[config.mk]
export PLATFORM = sky130hd
export DESIGN_NAME = sorted_deadline_timer_queue
export DESIGN_NICKNAME = d
export VERILOG_FILES = /design/src/rtl/sdtq_pkg.sv /design/src/rtl/sorted_deadline_timer_queue.sv
export SDC_FILE = /design/constraint.sdc
export NUM_CORES = 1
export LEC_CHECK = 0
export ABC_AREA = 1
export BUFFER_PORTS_ARGS = -buffer_cell sky130_fd_sc_hd__buf_4
export CORE_UTILIZATION = 45
export DETAILED_ROUTE_END_ITERATION = 10
export GPL_ROUTABILITY_DRIVEN = 0
export GPL_TIMING_DRIVEN = 0
export RECOVER_POWER = 50
export SLEW_MARGIN = 30
export SYNTH_ARGS = -nofsm -noshare
export SYNTH_HDL_FRONTEND = slang
export SYNTH_SLANG_ARGS = --single-unit
[constraint.sdc]
create_clock -name clk_i -period 11.45 [get_ports clk_i]
set_input_delay 1.7175 -clock clk_i [delete_from_list [all_inputs] [get_ports clk_i]]
set_output_delay 1.7175 -clock clk_i [all_outputs]
set_load 0.01 [all_outputs]
[src/rtl/sdtq_pkg.sv]
`default_nettype none
// ----------------------------------------------------------------------------
// sdtq_pkg
// Shared types and constants of the sorted deadline timer queue: request
// codes, payload structs, sizes and the wrap-aware time compare.
// ----------------------------------------------------------------------------
package sdtq_pkg;

  // sizes of the slot file and of the time base
  localparam int unsigned NumSlots = 16;
  localparam int unsigned SlotW    = $clog2(NumSlots);
  localparam int unsigned CntW     = $clog2(NumSlots + 1);
  localparam int unsigned TimeW    = 32;
  localparam int unsigned DelayW   = 31;
  localparam int unsigned ReqW     = 3;

  // query answers
  localparam logic [DelayW-1:0] IdleDelay   = DelayW'(1000);
  localparam logic [TimeW-1:0]  DelayMargin = TimeW'(5);

  // request codes
  typedef enum logic [ReqW-1:0] {
    ReqAdd      = 3'd0,
    ReqModify   = 3'd1,
    ReqDelete   = 3'd2,
    ReqDispatch = 3'd3,
    ReqQuery    = 3'd4
  } req_type_e;

  // input item
  typedef struct packed {
    logic [ReqW-1:0]  req_type;
    logic [SlotW-1:0] slot_id;
    logic [TimeW-1:0] deadline;
    logic [TimeW-1:0] now_ms;
  } req_t;

  // result item
  typedef struct packed {
    logic              fired;
    logic [SlotW-1:0]  fired_slot;
    logic              already_set;
    logic [DelayW-1:0] delay_ms;
    logic              last;
  } rsp_t;

  // a lies before b when the wrapped difference is negative
  function automatic logic is_before(logic [TimeW-1:0] a, logic [TimeW-1:0] b);
    logic [TimeW-1:0] diff;
    diff = a - b;
    return diff[TimeW-1];
  endfunction

endpackage
`default_nettype wire

[src/rtl/sorted_deadline_timer_queue.sv]
`default_nettype none
// ----------------------------------------------------------------------------
// sorted_deadline_timer_queue
// Timer slot file with pending slots kept in ascending deadline order.
// ----------------------------------------------------------------------------
// One request is handled at a time. Add, modify, delete and dispatch rebuild
// the ordered list by walking it through the order memory, one entry per
// cycle, from one bank into the other. A dispatch that fires slots hands
// them out one by one, each read back from the order memory and then offered
// to the consumer, instead of the single result. A modify that finds the same
// deadline, a query, a delete of an idle slot or a request that is ignored
// does not walk the list. Deadlines live in a second memory, read with the
// slot id that comes out of the order memory. The result register lets a
// result wait for the consumer while the next request is accepted.
module sorted_deadline_timer_queue import sdtq_pkg::*; (
  input  wire logic clk_i,
  input  wire logic rst_ni,
  input  wire logic in_valid_i,
  output logic      in_ready_o,
  input  wire req_t in_data_i,
  output logic      out_valid_o,
  input  wire logic out_ready_i,
  output rsp_t      out_data_o
);

  typedef enum logic [3:0] {
    StIdle, StModChk, StWalk, StWalkEnd, StResp, StQryA, StQryB, StQryC,
    StEmitRd, StEmitWt
  } state_e;

  typedef enum logic [1:0] {
    ModeInsert, ModeRemove, ModeDispatch
  } mode_e;

  // control state
  state_e            state_q, state_d;
  mode_e             mode_q, mode_d;
  logic [NumSlots-1:0] pending_q, pending_d;
  logic [CntW-1:0]   count_q, count_d;
  logic              bank_q, bank_d;
  logic [CntW-1:0]   rd_idx_q, rd_idx_d;
  logic [CntW-1:0]   w_q, w_d;
  logic [CntW-1:0]   k_q, k_d;
  logic [CntW-1:0]   e_q, e_d;
  logic              v1_q, v1_d;
  logic              v2_q, v2_d;
  logic              placed_q, placed_d;
  logic              out_valid_q, out_valid_d;

  // payload registers
  req_t              req_q, req_d;
  rsp_t              res_q, res_d;
  rsp_t              out_q, out_d;
  logic [SlotW-1:0]  t2_q, t2_d;
  logic [SlotW-1:0]  carry_q, carry_d;

  // order memory: two banks of the slot list
  logic [SlotW-1:0]  om_mem [2*NumSlots];
  logic              om_re, om_we;
  logic [SlotW:0]    om_raddr, om_waddr;
  logic [SlotW-1:0]  om_wdata, om_rdata_q;

  // deadline memory
  logic [TimeW-1:0]  dm_mem [NumSlots];
  logic              dm_re, dm_we;
  logic [SlotW-1:0]  dm_raddr, dm_waddr;
  logic [TimeW-1:0]  dm_wdata, dm_rdata_q;

  logic              out_free;
  logic              slot_ok;
  logic              walk_done;
  logic [TimeW-1:0]  qdiff;
  logic [SlotW-1:0]  top_idx;

  assign in_ready_o  = (state_q == StIdle);
  assign out_valid_o = out_valid_q;
  assign out_data_o  = out_q;
  assign out_free    = !out_valid_q || out_ready_i;
  assign slot_ok     = ({1'b0, in_data_i.slot_id} < CntW'(NumSlots));
  assign walk_done   = (rd_idx_q == count_q) && !v1_q && !v2_q;
  assign qdiff       = dm_rdata_q - req_q.now_ms - DelayMargin;
  assign top_idx     = SlotW'(NumSlots - 1);

  // next-state and memory access logic
  always_comb begin
    state_d     = state_q;
    mode_d      = mode_q;
    pending_d   = pending_q;
    count_d     = count_q;
    bank_d      = bank_q;
    rd_idx_d    = rd_idx_q;
    w_d         = w_q;
    k_d         = k_q;
    e_d         = e_q;
    v1_d        = 1'b0;
    v2_d        = 1'b0;
    placed_d    = placed_q;
    out_valid_d = out_valid_q && !out_ready_i;
    req_d       = req_q;
    res_d       = res_q;
    out_d       = out_q;
    t2_d        = t2_q;
    carry_d     = carry_q;
    om_re       = 1'b0;
    om_raddr    = '0;
    om_we       = 1'b0;
    om_waddr    = '0;
    om_wdata    = '0;
    dm_re       = 1'b0;
    dm_raddr    = '0;
    dm_we       = 1'b0;
    dm_waddr    = '0;
    dm_wdata    = '0;

    case (state_q)
      StIdle: begin
        if (in_valid_i) begin
          req_d       = in_data_i;
          res_d       = '0;
          res_d.last  = 1'b1;
          rd_idx_d    = '0;
          w_d         = '0;
          k_d         = '0;
          e_d         = '0;
          placed_d    = 1'b0;
          state_d     = StResp;
          case (in_data_i.req_type)
            ReqAdd: begin
              if (slot_ok) begin
                dm_we    = 1'b1;
                dm_waddr = in_data_i.slot_id;
                dm_wdata = in_data_i.deadline;
                mode_d   = ModeInsert;
                state_d  = StWalk;
              end
            end
            ReqModify: begin
              if (slot_ok) begin
                dm_re    = 1'b1;
                dm_raddr = in_data_i.slot_id;
                state_d  = StModChk;
              end
            end
            ReqDelete: begin
              if (slot_ok && pending_q[in_data_i.slot_id]) begin
                mode_d  = ModeRemove;
                state_d = StWalk;
              end
            end
            ReqDispatch: begin
              mode_d  = ModeDispatch;
              state_d = StWalk;
            end
            ReqQuery: begin
              if (count_q == '0) begin
                res_d.delay_ms = IdleDelay;
              end else begin
                state_d = StQryA;
              end
            end
            default: begin
              state_d = StResp;
            end
          endcase
        end
      end

      // modify: same deadline on a pending slot leaves everything alone
      StModChk: begin
        if (pending_q[req_q.slot_id] && (dm_rdata_q == req_q.deadline)) begin
          res_d.already_set = 1'b1;
          state_d           = StResp;
        end else begin
          dm_we    = 1'b1;
          dm_waddr = req_q.slot_id;
          dm_wdata = req_q.deadline;
          mode_d   = ModeInsert;
          state_d  = StWalk;
        end
      end

      // three-stage walk: order read, deadline read, rewrite into other bank
      StWalk: begin
        if (rd_idx_q < count_q) begin
          om_re    = 1'b1;
          om_raddr = {bank_q, rd_idx_q[SlotW-1:0]};
          rd_idx_d = rd_idx_q + CntW'(1);
          v1_d     = 1'b1;
        end
        if (v1_q) begin
          dm_re    = 1'b1;
          dm_raddr = om_rdata_q;
          t2_d     = om_rdata_q;
          v2_d     = 1'b1;
        end
        if (v2_q) begin
          case (mode_q)
            ModeInsert: begin
              if (t2_q != req_q.slot_id) begin
                om_we    = 1'b1;
                om_waddr = {!bank_q, w_q[SlotW-1:0]};
                w_d      = w_q + CntW'(1);
                if (placed_q) begin
                  // one behind after the insertion point
                  om_wdata = carry_q;
                  carry_d  = t2_q;
                end else if (is_before(req_q.deadline, dm_rdata_q)) begin
                  om_wdata = req_q.slot_id;
                  carry_d  = t2_q;
                  placed_d = 1'b1;
                end else begin
                  om_wdata = t2_q;
                end
              end
            end
            ModeRemove: begin
              if (t2_q != req_q.slot_id) begin
                om_we    = 1'b1;
                om_waddr = {!bank_q, w_q[SlotW-1:0]};
                om_wdata = t2_q;
                w_d      = w_q + CntW'(1);
              end
            end
            ModeDispatch: begin
              om_we    = 1'b1;
              om_wdata = t2_q;
              if (!is_before(req_q.now_ms, dm_rdata_q)) begin
                // fired ids fill the new bank from the top down
                om_waddr        = {!bank_q, top_idx - k_q[SlotW-1:0]};
                k_d             = k_q + CntW'(1);
                pending_d[t2_q] = 1'b0;
              end else begin
                om_waddr = {!bank_q, w_q[SlotW-1:0]};
                w_d      = w_q + CntW'(1);
              end
            end
            default: begin
              om_we = 1'b0;
            end
          endcase
        end
        if (walk_done) begin
          state_d = StWalkEnd;
        end
      end

      // finish the list and switch banks
      StWalkEnd: begin
        bank_d  = !bank_q;
        state_d = StResp;
        case (mode_q)
          ModeInsert: begin
            om_we    = 1'b1;
            om_waddr = {!bank_q, w_q[SlotW-1:0]};
            om_wdata = placed_q ? carry_q : req_q.slot_id;
            count_d  = w_q + CntW'(1);
            pending_d[req_q.slot_id] = 1'b1;
          end
          ModeRemove: begin
            count_d = w_q;
            pending_d[req_q.slot_id] = 1'b0;
          end
          ModeDispatch: begin
            count_d = w_q;
            if (k_q != '0) begin
              state_d = StEmitRd;
            end
          end
          default: begin
            count_d = count_q;
          end
        endcase
      end

      // single result transfer
      StResp: begin
        if (out_free) begin
          out_valid_d = 1'b1;
          out_d       = res_q;
          state_d     = StIdle;
        end
      end

      // query: head of list, then its deadline
      StQryA: begin
        om_re    = 1'b1;
        om_raddr = {bank_q, SlotW'(0)};
        state_d  = StQryB;
      end
      StQryB: begin
        dm_re    = 1'b1;
        dm_raddr = om_rdata_q;
        state_d  = StQryC;
      end
      StQryC: begin
        if (qdiff[TimeW-1] || (qdiff == '0)) begin
          res_d.delay_ms = '0;
        end else begin
          res_d.delay_ms = qdiff[DelayW-1:0];
        end
        state_d = StResp;
      end

      // fired slots, in list order
      StEmitRd: begin
        om_re    = 1'b1;
        om_raddr = {bank_q, top_idx - e_q[SlotW-1:0]};
        state_d  = StEmitWt;
      end
      StEmitWt: begin
        if (out_free) begin
          out_valid_d      = 1'b1;
          out_d            = '0;
          out_d.fired      = 1'b1;
          out_d.fired_slot = om_rdata_q;
          out_d.last       = ((e_q + CntW'(1)) == k_q);
          e_d              = e_q + CntW'(1);
          state_d          = out_d.last ? StIdle : StEmitRd;
        end
      end

      default: begin
        state_d = StIdle;
      end
    endcase
  end

  // control registers
  always_ff @(posedge clk_i or negedge rst_ni) begin
    if (!rst_ni) begin
      state_q     <= StIdle;
      mode_q      <= ModeInsert;
      pending_q   <= '0;
      count_q     <= '0;
      bank_q      <= 1'b0;
      rd_idx_q    <= '0;
      w_q         <= '0;
      k_q         <= '0;
      e_q         <= '0;
      v1_q        <= 1'b0;
      v2_q        <= 1'b0;
      placed_q    <= 1'b0;
      out_valid_q <= 1'b0;
    end else begin
      state_q     <= state_d;
      mode_q      <= mode_d;
      pending_q   <= pending_d;
      count_q     <= count_d;
      bank_q      <= bank_d;
      rd_idx_q    <= rd_idx_d;
      w_q         <= w_d;
      k_q         <= k_d;
      e_q         <= e_d;
      v1_q        <= v1_d;
      v2_q        <= v2_d;
      placed_q    <= placed_d;
      out_valid_q <= out_valid_d;
    end
  end

  // payload registers
  always_ff @(posedge clk_i) begin
    req_q   <= req_d;
    res_q   <= res_d;
    out_q   <= out_d;
    t2_q    <= t2_d;
    carry_q <= carry_d;
  end

  // order memory
  always_ff @(posedge clk_i) begin
    if (om_we) begin
      om_mem[om_waddr] <= om_wdata;
    end
    if (om_re) begin
      om_rdata_q <= om_mem[om_raddr];
    end
  end

  // deadline memory
  always_ff @(posedge clk_i) begin
    if (dm_we) begin
      dm_mem[dm_waddr] <= dm_wdata;
    end
    if (dm_re) begin
      dm_rdata_q <= dm_mem[dm_raddr];
    end
  end

endmodule
`default_nettype wire

# Word level (Yosys, flattened, before mapping)
# Memory sizes are Yosys's and may differ from the RTL's. A register that Yosys moved wholly into a read port is not among the register bits.
# Index checks and enable logic that the tools add are counted.
[op_classes]
n_lt_le_gt_ge = 6
mux = 116
n_eq_ne = 37
n_reduce_logical = 47
bitwise_logic = 5
n_addsub = 10
[ops]
columns = ["operator", "count"]
rows = [
  ["$mux W32", 3],
  ["$sub A32 B32 Y32", 3],
  ["$mux W4", 23],
  ["$pmux W5 S2", 8],
  ["$mux W38", 2],
  ["$pmux W38 S2", 1],
  ["$mux W5", 13],
  ["$pmux W16 S2", 2],
  ["$pmux W32 S2", 1],
  ["$pmux W31 S2", 1],
  ["$mux W16", 3],
  ["$pmux W4 S10", 1],
  ["$mux W33", 1],
  ["$and A16 B16 Y16", 2],
  ["$eq A32 B32 Y1", 1],
  ["$logic_not A32 Y1", 1],
  ["$not A16 Y16", 2],
  ["$sub A32 B3 Y32 const B", 1],
  ["$mux W31", 1],
  ["$mux W1", 30],
  ["$reduce_and A5 Y1", 5],
  ["$ne A2 B2 Y1 const B", 12],
  ["$pmux W4 S3", 2],
  ["$add A5 B1 Y5 const B", 4],
  ["45 further kinds", 98],
]
[word_totals]
out_inout_bits = 40
mem_bits_rw = 640
reg_bits = 198
n_memories = 2
inputBits = 75
elab_cells = 248
[memory_table]
columns = ["name", "depth", "word_bits", "rd", "rd_ports_with_merged_regs", "wr", "line_no", "text"]
rows = [
  ["dm_mem", 16, 32, 1, 1, 1, "sorted_deadline_timer_queue.sv:64", "logic [TimeW-1:0] dm_mem [NumSlots];"],
  ["om_mem", 32, 4, 1, 1, 1, "sorted_deadline_timer_queue.sv:58", "logic [SlotW-1:0] om_mem [2*NumSlots];"],
]

# Longest topological paths before layout
# Gate-level depths: netlist of run 1.
[depth]
depth_word = 10
ltp_mapped = 23
mapped_depth_nobuf = 22

# Least setup slack after synthesis of run 1
# OpenSTA, ideal clock, no wires.
[synth_path]
path_type = "in2reg"
from = "input port in_valid_i"
to = "memory dm_mem[15][0], enable pin"
path_stages = 6
path_buffers = 0
t_arrival_ns = 5.452
slack_ns = 5.577
setup_ns = 0.421
path_cell_list = "nand2_1 inv_1 nand2_1 o21ai_0 nand2_1 nor2_1"
[synth_between]
elab_chain_cells = 4
elab_cells_between_ends = 6
cone_classes = "6 x mux"
[synth_rtl]
columns = ["element", "line_no", "text"]
rows = [
  ["from (decl)", "sorted_deadline_timer_queue.sv:18", "input wire logic in_valid_i,"],
  ["$mux W1", "sorted_deadline_timer_queue.sv:117", "if (in_valid_i) begin"],
  ["$pmux W1 S2", "sorted_deadline_timer_queue.sv:115", "case (state_q)"],
  ["$mux W1", "sorted_deadline_timer_queue.sv:382", "if (dm_we) begin"],
  ["$mux W1 (not written as such)", "sorted_deadline_timer_queue.sv:383", "dm_mem[dm_waddr] <= dm_wdata;"],
  ["to (decl)", "sorted_deadline_timer_queue.sv:64", ""],
]
# Parallel ways exist; a longest one is shown, timed or not.

# Worst setup path in the final report of run 1
[layout_path]
from = "input port in_valid_i"
to = "memory dm_mem[2][11], enable pin"
# Same word-level chain as after synthesis.

==> key figures, run 1 <==
Run status
  – Outcome: complete, but fails checks
  – Failing checks: capacitance limit, slew limit

Placement
  – DP Wirelength: 84900 um
  – Worst slack, placed: roughly 6.6 ns
  – PortBufs: 114

STA
  – Slew @ Worst Pin: approximately 3 ns
  – RSZ-0062 raised after global routing: false
  – Fmax achieved: between 150 and 200 MHz
  – Final min period: between 5 and 6 ns
  – Final hold viol count: 0
  – Hold_ws: ~0.48 ns
  – Slew Viols, Final: about 150
  – Clock Skew: ~0.035 ns
  – Final worst slack: ~5.7 ns
  – Final setup TNS: 0 ns
  – Setup Viol. Count Final: 0
  – Fin crit share: 0.499
  – Rel. slew slack: -1.06

Clock network
  – Reg clk slew, reported paths: around 0.06 ns
  – Resized Gates After CTS: 0
  – H-tree level count: 3
  – Cts hold-fix bufs: 0
  – TritonCTS Buffers: 96
  – Setup bufs post-CTS: 0
  – Sink Count: approximately 870
  – CTS root buf: clkbuf_16
  – TritonCTS clock tree: done
  – Worst-Skew Late Latency: slightly below 0.7 ns
  – Clock tree buffer depth: 3

Global routing
  – First-pass GRT wire length: 176000 um
  – Largest net degree at the start of global routing: 53
  – Gr ovfl total: 0
  – Antenna violations before repair: 2
  – Gr usage total: 0.261
  – Vias in the first global route: 28000

Power and ir drop
  – Sw power: roughly 0.0041 W
  – Clock power frac: 0.283
  – PD cells: between 200 and 250 nW/um2
  – Internal power: just over 0.007 W
  – Leak: about 17 nW
  – Net Sw Frac: 0.368
  – VDD IR-drop max: 127 uV
  – Comb pwr share: 0.341
  – Sequential share of power: 0.376

Finish
  – Final core occ: 0.523
  – Area added between synthesis and finish: 15.2%
  – Final nets: about 4200
  – Share of cells above drive strength 1: 0.115
  – Filler cells: approximately 8000

Floorplan
  – Die area: approximately 92000 um2
  – Die Span X: approximately 300 um
  – Core area: 90000 um2
  – DIE HEIGHT: between 300 and 400 um
  – # IOs: roughly 120
  – Row cnt: 110
  – Starting Density: 0.454

Critical path
  – Setup Crit Path Kind: in -> reg
  – Startpoint types: input pin
  – Crit end category: flip-flop
  – Critical Path AT: 6.10 ns
  – Critical R2R Launch: state_q[1]
  – R2r endpoint: dm_mem[2][11]
  – CP Max Fanout: 33
  – Worst Path Required: 11.83 ns
  – FF-to-FF path depth: 14
  – R2r setup slk: roughly 6.2 ns

Yosys
  – Post-synth ARST share: 0.0595
  – Most used DFF post-synth: edfxtp_1
  – Mapped cell area: just over 40000 um2
  – Leading area contributor after synthesis: edfxtp_1
  – Avg Cell Area, Syn: between 10 and 15 um2
  – Most frequent cell after synthesis: edfxtp_1
  – Post-synth EDFFs: ~820
  – Top cells by area, synth: edfxtp_1, nand2_1, nor2_1
  – Synth Instances: 3760
  – Number of synthesized register bits: 874
  – Syn nets: about 4000
  – Yosys warning total: 0
  – Synth unique cells: 56
  – Synth top area share: 0.604
  – Post-synth top cells: edfxtp_1, nand2_1, nor2_1
  – Sequential area share after synthesis: 0.636

Job
  – Max-cap violations: 4

Route
  – DRC: 0
  – Drt pass-1 iters: 5
  – Via/cell ratio: 5.57
  – Vias: around 29000
  – DR WL/cell: between 20 and 25 um
  – Post-Route WL: 120000 um
  – Iter 0 DRT Violations: approximately 3000
  – Antenna-violating nets left: 0

Worst hold path
  – Hold WC Path Type: reg -> reg
  – Hold endpoint: t2_q[3]
  – HP Start: om_rdata_q[3]
  – Hold Path Stages: 0
==> per-stage QoR <==
stage | power (W) | instances | area [um2]
floorplan | 0.00670 | 3760 | 40900
global placement | 0.00797 | 5050 | 43200
detailed placement | 0.00808 | 5086 | 44300
CTS | 0.0112 | 5260 | 47500
global route | 0.0118 | 5261 | 47100
finish | 0.0112 | 5261 | 47100
==> area by class of cell <==
class,instances,area [um2],share of cell area
Antenna cell,1,2.50,0.0000531
Buffer,148,657,0.0139
Clock buffer,120,2590,0.0549
Clock inverter,54,623,0.0132
Inverter,369,1390,0.0294
Multi-Input combinational cell,2369,13000,0.275
Sequential cell,874,26000,0.552
Tap cell,1176,1470,0.0312
Timing Repair Buffer,150,1420,0.0301
==> how the worst max path moves through the flow <==
stage                     cells past startpoint           start  slack (ns)             end
after floorplan                               6      in_valid_i        5.58   dm_mem[15][0]
after global placement                        7      in_valid_i        1.94   dm_mem[15][5]
after detailed placement                     12   in_data_i[68]        6.59  dm_rdata_q[24]
after CTS                                    13  dm_rdata_q[12]        7.01   dm_mem[2][11]
after global routing                         12      in_valid_i        5.39   dm_mem[2][11]
final                                        12      in_valid_i        5.73   dm_mem[2][11]
==> routing by layer <==
layer | vias to the layer above | GRT usage | part of all wire
li1 | 13700 | - | -
met1 | 14200 | 0.364 | 0.42
met2 | 1285 | 0.417 | 0.46
met3 | 201 | 0.0493 | 0.093
met4 | 0 | 0.0739 | 0.026
met5 | - | 0 | 0
==> cells by family (layout without fill, tap and decap cells) <==
group,count (synthesis),after routing,synth area share
buffers and inverters,517,841,0.0499
xor gates and xnor gates,23,23,0.00493
muxes,1,1,0.000275
DFF,874,874,0.636
AOI/OAI and AO/OA,570,570,0.0882
other,0,1,0
adders and majority gates,138,138,0.0444
and+or+nand+nor,1637,1637,0.177
==> placed cells by master, fill, tap and decap left out, types with 14 or more instances in the layout <==
cell / instances
inv_1: 359
o21ai_0: 145
clkinv_1: 23
nand3_1: 347
nor2_1: 496
or2_2: 160
ha_1: 126
clkbuf_4: 30
edfxtp_1: 822
or2_1: 16
o21ai_1: 78
dfrtp_1: 52
o211ai_1: 181
xor2_1: 18
nand4_1: 29
buf_16: 28
nor3_1: 23
buf_2: 64
a32o_1: 31
a21oi_1: 83
clkbuf_1: 166
o22ai_1: 14
nor2_4: 17
clkbuf_16: 99
nand2_1: 524
==> critical path, cell delays in order <==
cell,delay [ns]
clkbuf_1,0.12
nand2_1,0.15
clkinvlp_2,1.29
nand2_1,0.76
clkinv_1,0.38
nand2_1,0.12
o21ai_0,0.22
inv_1,0.14
nand2_1,0.24
nor2_4,0.53
buf_16,0.23
buf_16,0.17
==> flip-flops by register name (all words and copies together), names as in the netlist, 2 cells and up, named ones only <==
| name | count |
|---|---|
| carry_q | 4 |
| count_q | 5 |
| dm_mem | 512 |
| dm_rdata_q | 32 |
| e_q | 5 |
| k_q | 5 |
| mode_q | 2 |
| om_mem | 128 |
| om_rdata_q | 4 |
| out_data_o | 38 |
| rd_idx_q | 5 |
| req_q | 68 |
| res_q | 32 |
| state_q | 4 |
| t2_q | 4 |
| w_q | 5 |
==> power by group through the flow <==
| stage | logic (W) | registers (W) | clock network (W) |
|---|---|---|---|
| finish | 0.00381 | 0.00421 | 0.00316 |
| global route | 0.00422 | 0.00424 | 0.00332 |
| CTS | 0.00383 | 0.00420 | 0.00320 |
| detailed placement | 0.00382 | 0.00426 | 0 |
| global placement | 0.00369 | 0.00428 | 0 |
| floorplan | 0.00246 | 0.00423 | 0 |
No activity file was read; power rests on OpenSTA's default activity.
==> inputs of run 2 (changes only) <==
==> constraint.sdc (replaced) <==
create_clock -name clk_i -period 5.4 [get_ports clk_i]
set_input_delay 0.81 -clock clk_i [delete_from_list [all_inputs] [get_ports clk_i]]
set_output_delay 0.81 -clock clk_i [all_outputs]
set_load 0.01 [all_outputs]
==> run 2 against run 1 <==
Compared with the run above: the run still ends with capacitance limit, slew limit left; clock skew about the same; highest routed layer unchanged; cell area about the same; critical path depth unchanged; power increased by 110%.
==> key figures, run 2 (synthesis gave the netlist of run 1 again) <==
Clock network
  – Resized Gates After CTS: 0
  – Reg clk slew, reported paths: 0.07 ns
  – TritonCTS clock tree: done
  – Sink Count: ~870
  – Setup bufs post-CTS: 0
  – Cts hold-fix bufs: 0
  – Clock tree buffer depth: 3
  – H-tree level count: 3
  – TritonCTS Buffers: between 90 and 100
  – CTS root buf: clkbuf_16
  – Worst-Skew Late Latency: between 0.6 and 0.7 ns

Route
  – Antenna-violating nets left: 0
  – Drt pass-1 iters: 6
  – DRC: 0
  – Iter 0 DRT Violations: roughly 3000
  – DR WL/cell: approximately 23 um
  – Vias: 29400
  – Via/cell ratio: between 5 and 6
  – Post-Route WL: around 120000 um

Floorplan
  – # IOs: approximately 120
  – Die area: about 92000 um2
  – Row cnt: 110
  – Core area: between 90000 and 100000 um2
  – DIE HEIGHT: just over 300 um
  – Starting Density: 0.454
  – Die Span X: 303 um

STA
  – Hold_ws: 0.326 ns
  – Slew @ Worst Pin: ~3.1 ns
  – Final setup TNS: 0 ns
  – Fin crit share: 0.824
  – Final hold viol count: 0
  – RSZ-0062 raised after global routing: false
  – Rel. slew slack: -1.04
  – Final min period: 4.45 ns
  – Fmax achieved: 225 MHz
  – Setup Viol. Count Final: 0
  – Slew Viols, Final: ~110
  – Clock Skew: ~0.035 ns

Global routing
  – Vias in the first global route: ~28000
  – Gr ovfl total: 0
  – Largest net degree at the start of global routing: 53
  – Antenna violations before repair: 2
  – Gr usage total: 0.261
  – First-pass GRT wire length: between 150000 and 200000 um

Finish
  – Final nets: roughly 4200
  – Area added between synthesis and finish: 15.2%
  – Design Area, Final: around 47000 um2
  – Commonest non-fill, non-tap cell in the layout: edfxtp_1
  – Biggest regs: dm_mem x512, om_mem x128, req_q x68
  – Most flops, register: dm_mem
  – Commonest cells after routing, fill and taps aside: edfxtp_1, nand2_1, nor2_1
  – Max FFs per register: 512
  – Share of cells above drive strength 1: 0.114

Critical path
  – Startpoint types: flip-flop
  – Worst Path Required: between 5 and 6 ns
  – CP Max Fanout: 10
  – Setup Crit Path Kind: reg -> reg
  – Crit end category: flip-flop
  – Critical Path AT: roughly 4.8 ns
  – R2r setup slk: between 0.9 and 1 ns

Power and ir drop
  – VDD IR-drop max: ~270 uV
  – PD cells: a little over 500 nW/um2
  – Post-route total power: around 0.024 W
  – Leak: 17.2 nW

Placement
  – DP Wirelength: 84900 um
  – DP Area: approximately 44000 um2
  – PortBufs: about 110

Worst hold path
  – Hold WC Path Type: in -> reg

Run status
  – Outcome: complete, but fails checks
  – Failing checks: capacitance limit, slew limit

Job
  – Max-cap violations: 3
## run 2: report_power, final
group | total [W] | leakage, nW | internal, W | switching (W)
Clock | 0.00671 | 1.55 | 0.00397 | 0.00274
Combinational | 0.00807 | 7.89 | 0.00242 | 0.00565
Sequential | 0.00892 | 7.74 | 0.00858 | 0.000334
## run 2: cell type report
cell class / count / area [um2]
Fill cell: 7978 / 42900
Sequential cell: 874 / 26000
Multi-Input combinational cell: 2369 / 13000
Clock buffer: 120 / 2590
Tap cell: 1176 / 1470
Timing Repair Buffer: 150 / 1420
Inverter: 369 / 1390
Buffer: 148 / 657
Clock inverter: 54 / 623
Antenna cell: 1 / 2.50
## run 2: worst paths after layout
check	start	to	depth (start not counted)
hold reg to reg	om_rdata_q[3]	t2_q[3]	0
setup / recovery	state_q[2]	dm_rdata_q[19]	12
hold / removal	in_data_i[11]	req_q[11]	1
setup reg to reg	state_q[2]	dm_rdata_q[19]	12
min in group asynchronous	rst_ni	out_valid_o	1
max in group asynchronous	rst_ni	w_q[3]	1
## run 2: worst max-delay path, stage by stage, from the launching register on
cell and delay (ns):
dfrtp_1 0.39, nor2_1 0.18, nand2_1 0.07, inv_1 0.07, nand2_1 0.19, nor2_1 0.63, nor2_1 0.26, o22ai_1 0.53
buf_2 0.43, buf_1 0.80, nand3_1 0.23, nand3_1 0.14, nand2_1 0.20
## run 2: per-layer routing
metal | part of all wire | GRT usage | vias up
li1 | - | - | 13700
met1 | 0.42 | 0.364 | 14200
met2 | 0.46 | 0.417 | 1314
met3 | 0.094 | 0.0493 | 198
met4 | 0.026 | 0.0739 | 0
met5 | 0 | 0 | -
## run 2: metrics by stage
step           utilization  setup slack (ns)  std cells
2_1_floorplan            -             0.434       3760
3_3_place_gp         0.480             -3.20       5050
3_5_place_dp         0.492             0.980       5086
4_1_cts              0.528             0.964       5260
5_1_grt              0.523             0.761       5261
6_report             0.523             0.952       5261
